**config.mk**
```make
export PLATFORM = sky130hd
export DESIGN_NAME = kip_ctrl
export DESIGN_NICKNAME = d
export VERILOG_FILES = /design/src/hw/rtl/kip_pkg.sv /design/src/hw/rtl/kip_ctrl.sv
export VERILOG_INCLUDE_DIRS = /design/src /design/src/hw/rtl
export SDC_FILE = /design/constraint.sdc
export NUM_CORES = 1
export LEC_CHECK = 0
export BUFFER_PORTS_ARGS = -buffer_cell sky130_fd_sc_hd__clkbuf_2
export CAP_MARGIN = 20
export CELL_PAD_IN_SITES_DETAIL_PLACEMENT = 0
export CELL_PAD_IN_SITES_GLOBAL_PLACEMENT = 2
export CORE_AREA = 3 3 40 42
export DETAILED_ROUTE_END_ITERATION = 10
export DIE_AREA = 0 0 43 45
export PLACE_DENSITY_LB_ADDON = 0.12
export SLEW_MARGIN = 20
export SYNTH_ARGS = -nofsm -noshare
export SYNTH_HDL_FRONTEND = slang
export SYNTH_SLANG_ARGS = --single-unit
```
**constraint.sdc**
```tcl
create_clock -name clk_i -period 1.85 [get_ports clk_i]
set_input_delay 0.37 -clock clk_i [delete_from_list [all_inputs] [get_ports clk_i]]
set_output_delay 0.37 -clock clk_i [all_outputs]
set_load 0.02 [all_outputs]
```
**src/hw/rtl/k_inversion_permutation_count_unit_assert.svh**
```systemverilog
// ----------------------------------------------------------------------------
// k_inversion_permutation_count_unit_assert.svh
// Assertion macros shared by the inversion count unit modules
// ----------------------------------------------------------------------------
`ifndef K_INVERSION_PERMUTATION_COUNT_UNIT_ASSERT_SVH
`define K_INVERSION_PERMUTATION_COUNT_UNIT_ASSERT_SVH

// same-cycle implication, sampled on clk_i, off while rst_ni is low
`define KIP_ASSERT_NOW(lbl, ante, cons, msg) \
  lbl: assert property (@(posedge clk_i) disable iff (!rst_ni) (ante) |-> (cons)) \
    else $error(msg);

// next-cycle implication, sampled on clk_i, off while rst_ni is low
`define KIP_ASSERT_NEXT(lbl, ante, cons, msg) \
  lbl: assert property (@(posedge clk_i) disable iff (!rst_ni) (ante) |=> (cons)) \
    else $error(msg);

`endif

```
**src/hw/rtl/kip_pkg.sv**
```systemverilog
// ----------------------------------------------------------------------------
// kip_pkg
// Shared widths, the prime modulus and controller/datapath bundles
// ----------------------------------------------------------------------------
package kip_pkg;

  // payload widths
  localparam int IN_W  = 11;
  localparam int OUT_W = 30;

  // default table bounds
  localparam int MAX_N_DEF = 1024;
  localparam int MAX_K_DEF = 1024;

  // modulus
  localparam logic [OUT_W-1:0] PRIME = 30'd1000000007;

  // commands from controller to datapath
  typedef struct packed {
    logic load;       // latch saturated n and k, clear counters
    logic init_step;  // write one entry of row zero
    logic row_step;   // issue reads for one column of the current row
    logic next_row;   // advance the row counter
    logic rd_issue;   // read the final entry
    logic capture;    // load the output register
  } kip_cmd_t;

  // status from datapath to controller
  typedef struct packed {
    logic col_last;   // column counter at k
    logic row_last;   // row counter at n
    logic n_zero;     // n is zero
  } kip_stat_t;

endpackage

```
**src/hw/rtl/kip_ctrl.sv**
```systemverilog
// ----------------------------------------------------------------------------
// kip_ctrl
// Sequencer: row zero fill, row sweeps, final read and result hand-off
// ----------------------------------------------------------------------------
`include "k_inversion_permutation_count_unit_assert.svh"

module kip_ctrl import kip_pkg::*; (
  input  logic      clk_i,
  input  logic      rst_ni,
  input  logic      in_valid_i,
  output logic      in_ready_o,
  output logic      out_valid_o,
  input  logic      out_ready_i,
  output kip_cmd_t  cmd_o,
  input  kip_stat_t stat_i
);

  localparam logic [2:0] S_IDLE = 3'd0;
  localparam logic [2:0] S_INIT = 3'd1;
  localparam logic [2:0] S_ROW  = 3'd2;
  localparam logic [2:0] S_GAP  = 3'd3;
  localparam logic [2:0] S_RD   = 3'd4;
  localparam logic [2:0] S_RDW  = 3'd5;

  logic [2:0] state_q, state_d;
  logic       out_valid_q, out_valid_d;

  // next state and commands
  always_comb begin
    state_d = state_q;
    cmd_o   = '0;
    unique case (state_q)
      S_IDLE: begin
        if (in_valid_i) begin
          cmd_o.load = 1'b1;
          state_d    = S_INIT;
        end
      end
      S_INIT: begin
        cmd_o.init_step = 1'b1;
        if (stat_i.col_last) begin
          state_d = stat_i.n_zero ? S_RD : S_ROW;
        end
      end
      S_ROW: begin
        cmd_o.row_step = 1'b1;
        if (stat_i.col_last) begin
          state_d = S_GAP;
        end
      end
      // gap state so the last column write can land
      S_GAP: begin
        if (stat_i.row_last) begin
          state_d = S_RD;
        end else begin
          cmd_o.next_row = 1'b1;
          state_d        = S_ROW;
        end
      end
      S_RD: begin
        cmd_o.rd_issue = 1'b1;
        state_d        = S_RDW;
      end
      // keep reading entry k while the output register is busy
      S_RDW: begin
        cmd_o.rd_issue = 1'b1;
        if (!out_valid_q || out_ready_i) begin
          cmd_o.capture = 1'b1;
          state_d       = S_IDLE;
        end
      end
      default: begin
        state_d = S_IDLE;
      end
    endcase
  end

  // output beat valid
  always_comb begin
    out_valid_d = out_valid_q;
    if (cmd_o.capture) begin
      out_valid_d = 1'b1;
    end else if (out_ready_i) begin
      out_valid_d = 1'b0;
    end
  end

  always_ff @(posedge clk_i or negedge rst_ni) begin
    if (!rst_ni) begin
      state_q     <= S_IDLE;
      out_valid_q <= 1'b0;
    end else begin
      state_q     <= state_d;
      out_valid_q <= out_valid_d;
    end
  end

  assign in_ready_o  = (state_q == S_IDLE);
  assign out_valid_o = out_valid_q;

  `KIP_ASSERT_NEXT(a_accept_starts_init, in_valid_i && in_ready_o, state_q == S_INIT,
                   "accepted beat did not start the row zero fill")
  `KIP_ASSERT_NOW(a_valid_from_capture, $rose(out_valid_q), $past(state_q) == S_RDW,
                  "result valid rose outside the capture step")
  `KIP_ASSERT_NEXT(a_last_row_reads, state_q == S_GAP && stat_i.row_last, state_q == S_RD,
                   "last row did not proceed to the final read")

endmodule

```
# == Word-level counts from Yosys, hierarchy flattened ==
# Index checks and enable logic that the tools add are counted.
# totals
register_bits,4
inputBits,7
output_inout_bits,8
elab_cells,35
# op_classes
n_eq_ne,9
muxes,18
reduce_logical,6
# ops
op,count
two-way mux 3 bit,6
case mux 3 bit (6 select lines),1
two-way mux 1 bit,11
"!= test 2 bit, second input constant",4
"equality test 3 x 2 -> 1 bit, second input constant",2
"equality test 3 bit, second input constant",2
AND reduction 4 bit,1
"equality test 3 x 1 -> 1 bit, second input constant",1
zero test 3 bit,1
nonzero test 2 bit,1
OR reduction 2 bit,1
zero test 1 bit,1
logical OR 1 bit,1

# == Depth between registers and ports, before layout ==
# logic_depth
depth_word,5
mapped_depth,4
mapped_depth_nobuf,3

# == Least setup slack after synthesis ==
# Ideal clock, no wire load.
# synth_timing
path_type,register to output
start,register state_q[1]
end,output port cmd_o[5] in the netlist's numbering
arrival_ns,1.399
required_time_ns,1.480
slack_ns,0.081
stages_incl_launch_ff,4
path_buffers,1
path_cell_list,dfrtp_1 buf_2 nor3_1 and2_1
# synth_lines
element,line_no,rtl
"start, declared",kip_ctrl.sv:25,"logic [2:0] state_q, state_d;"
"start signal, assigned",kip_ctrl.sv:93,state_q <= state_d;
"end, declared",kip_ctrl.sv:14,"output kip_cmd_t cmd_o,"

==> results.py <==
metrics = {
    "placed_design": {
        "gp_congestion": 0.6427,
        "dp_hpwl_um": 503.5,
        "port_buffers": 14,
        "preCtsSetupSlack_ps": 351.1,
        "place_inst": 57,
    },
    "cts": {
        "insertion_delay_ps": 230,
        "cts_tree": "built",
        "cts_sinks": 4,
        "h-tree-depth": 1,
        "root_buffer": "clkbuf_4",
        "numCtsBuffers": 3,
        "cts_buffer_depth": 2,
        "clkTransAtPathRegs_ps": 40,
    },
    "synth": {
        "synth_cells": 32,
        "synthDistinctLibCells": 21,
        "synth_top_area_share": 0.3604,
        "yosysWarnings": 0,
        "synth_fp_nets": 39,
        "yosysSeqAreaShare": 0.3604,
        "synth-seq-cells": 4,
        "avgSynthCellArea_sq_um": 8.680,
        "synth.area.top_cells": "dfrtp_1 36%, nand2_1 8.1%, nor3b_1 5.4%",
        "yosys.area.top_type": "dfrtp_1",
        "syn_area_sq_um": 277.8,
    },
    "cells_and_area": {
        "drive_gt1_frac": 0.3913,
        "final_util": 0.2882,
        "n_fill_cell": 152,
        "syn2layout_area_growth_pct": 33.33,
        "antenna_cells": 0,
        "multi_input_area_sq_um": 141.4,
        "layout_commonest_cell": "clkbuf_2",
        "fin_cells": 61,
        "ff_latch_area_sq_um": 100.1,
        "mostFrequentLayoutCells": "14 x clkbuf_2, 6 x nand2_1, 4 x dfrtp_1",
        "nets": 55,
    },
    "worst_setup_path": {
        "end_kind": "primary output",
        "r2r_slack_ps": 660,
        "path_class": "register to primary output",
        "required_ps": 1480,
        "start_kind": "register",
        "r2r-start": "state_q[2]$_DFFE_PN0P_",
        "critPathArrivalTime_ps": 1370,
        "critPathLaunch": "state_q[2]$_DFFE_PN0P_",
        "critPathMaxFanout": 9,
    },
    "sta": {
        "hold_viol": 0,
        "tightest_slew_ps": 305.3,
        "finalSetupTns_ps": 0,
        "fin_skew_ps": 0.2411,
        "fin_ws_ps": 113.4,
        "setup_viol": 0,
        "rsz0062_at_grt": "no",
        "period_minus_slack_ps": 1737,
        "fmax_mhz": 575.8,
        "relSlewSlack": 0.7965,
        "fin_crit_sh": 0.9387,
        "drv_slew": 0,
    },
    "pwr": {
        "p_int_mw": 0.3315,
        "comb_power_share": 0.498,
        "p_total_mw": 0.6276,
        "vdd.ir_drop.worst_mv": 0.6034,
        "power.share.clock": 0.170,
        "p_switching_mw": 0.2962,
        "p_per_area_nw_per_um2": 1695,
        "p_leak_nw": 0.2028,
        "sw_frac_of_total": 0.4719,
        "pwr-share-seq": 0.332,
    },
    "status": {
        "status": "finished clean",
    },
    "floorplan": {
        "fp.dieArea_sq_um": 1935,
        "pin_count": 15,
        "die_w_um": 43,
        "initial_utilization": 0.2162,
        "die_h_um": 45,
        "floorplan.rows": 13,
        "core-area_sq_um": 1285,
    },
    "drt": {
        "post-route-drc-count": 0,
        "wl_per_cell_um": 11.16,
        "ant_nets": 0,
        "vias": 275,
        "routed_via_density": 4.508,
        "drt_iter0_drc": 10,
        "drt_first_pass_iters": 4,
        "finalWirelength_um": 681,
    },
    "run": {
        "cap_violations": 0,
    },
    "global_routing": {
        "grt_pass1_wl_mm": 1.028,
        "grt_max_degree": 12,
        "gr-usage-all-layers": 0.07769,
        "grt_overflow": 0,
        "grt_antenna_before_repair": 0,
        "grt_pass1_vias": 246,
    },
    "min_path": {
        "min_path_type": "input port to register",
        "hold_path.startpoint": "in_valid_i",
    },
}
-- final cells by class --
class | instances | share of cell area
clock buffers | 3 | 0.06081
repair buffers | 15 | 0.2162
inverters | 2 | 0.02027
well taps | 15 | 0.05068
flip-flops and latches | 4 | 0.2703
multi-input cells | 22 | 0.3818
-- flip-flops by register name, summed over array words and instances (netlist names) --
register,count
state_q,3
out_valid_o,1
-- Yosys cell counts --
cell and n:
and4bb_2 1, and2_1 1, nor4bb_1 1, a222oi_1 1, buf_2 2, and3_1 1
or2b_1 1, buf_6 1, dfrtp_1 4, nor2_1 1, nand2_1 6, nor3_1 1
a32o_1 1, o21ai_0 1, nand2b_1 1, inv_1 2, nor3b_1 2, buf_4 1
nor2b_1 1, a21oi_1 1, a21bo_1 1
-- kinds of logic (layout without fill, tap and decap cells) --
logic type      count (synthesis)  after routing  synth area share
compound gates                  5              5            0.1441
buf+inv                         6             20            0.1306
flops                           4              4            0.3604
simple gates                   17             17            0.3649
-- power by group through the flow --
| stage | Clock, mW | Combinational, mW | Sequential, mW |
|---|---|---|---|
| after floorplan | 0 | 0.294 | 0.155 |
| after global placement | 0 | 0.316 | 0.204 |
| after detailed placement | 0 | 0.313 | 0.208 |
| after CTS | 0.112 | 0.316 | 0.209 |
| after global routing | 0.121 | 0.338 | 0.221 |
| final | 0.107 | 0.313 | 0.208 |
-- worst paths after layout --
check / end / depth (start not counted)
max: cmd_o[0] / 3
min: state_q[0]$_DFFE_PN0P_ / 3
max reg2reg: state_q[0]$_DFFE_PN0P_ / 3
min reg2reg: out_valid_o$_DFFE_PN0P_ / 2
max in group asynchronous: state_q[0]$_DFFE_PN0P_ / 2
min in group asynchronous: out_valid_o$_DFFE_PN0P_ / 2
-- metal layers --
layer  up-vias  part of all wire  track usage  wire length, um
met5         -                 0            0                0
met4         0             0.023      0.09036               16
met3         2             0.094      0.02390               64
met2        17              0.42       0.1048              285
met1       118              0.46      0.09002              315
li1        138                 -            -                -
-- critical path, stage by stage (launching register included) --
cell and delay [ps]:
dfrtp_1 480, nor2b_1 300, and3_1 190, clkbuf_2 160
-- what timing repair did --
action,4_1_cts,5_1_grt
setup endpoints to repair,0,0
hold buffers,1,0
hold endpoints to repair,4,0
gates resized for setup,0,0
setup buffers,0,0
-- per-stage QoR --
stage               hold WS [ps]  area (sq um)
floorplan                  74.41         277.8
global placement           179.5         337.8
CTS                        394.2         370.4
global route               394.8         370.4
finish                     401.9         370.4
detailed placement         179.7         337.8
No activity file was read; power rests on OpenSTA's default activity.
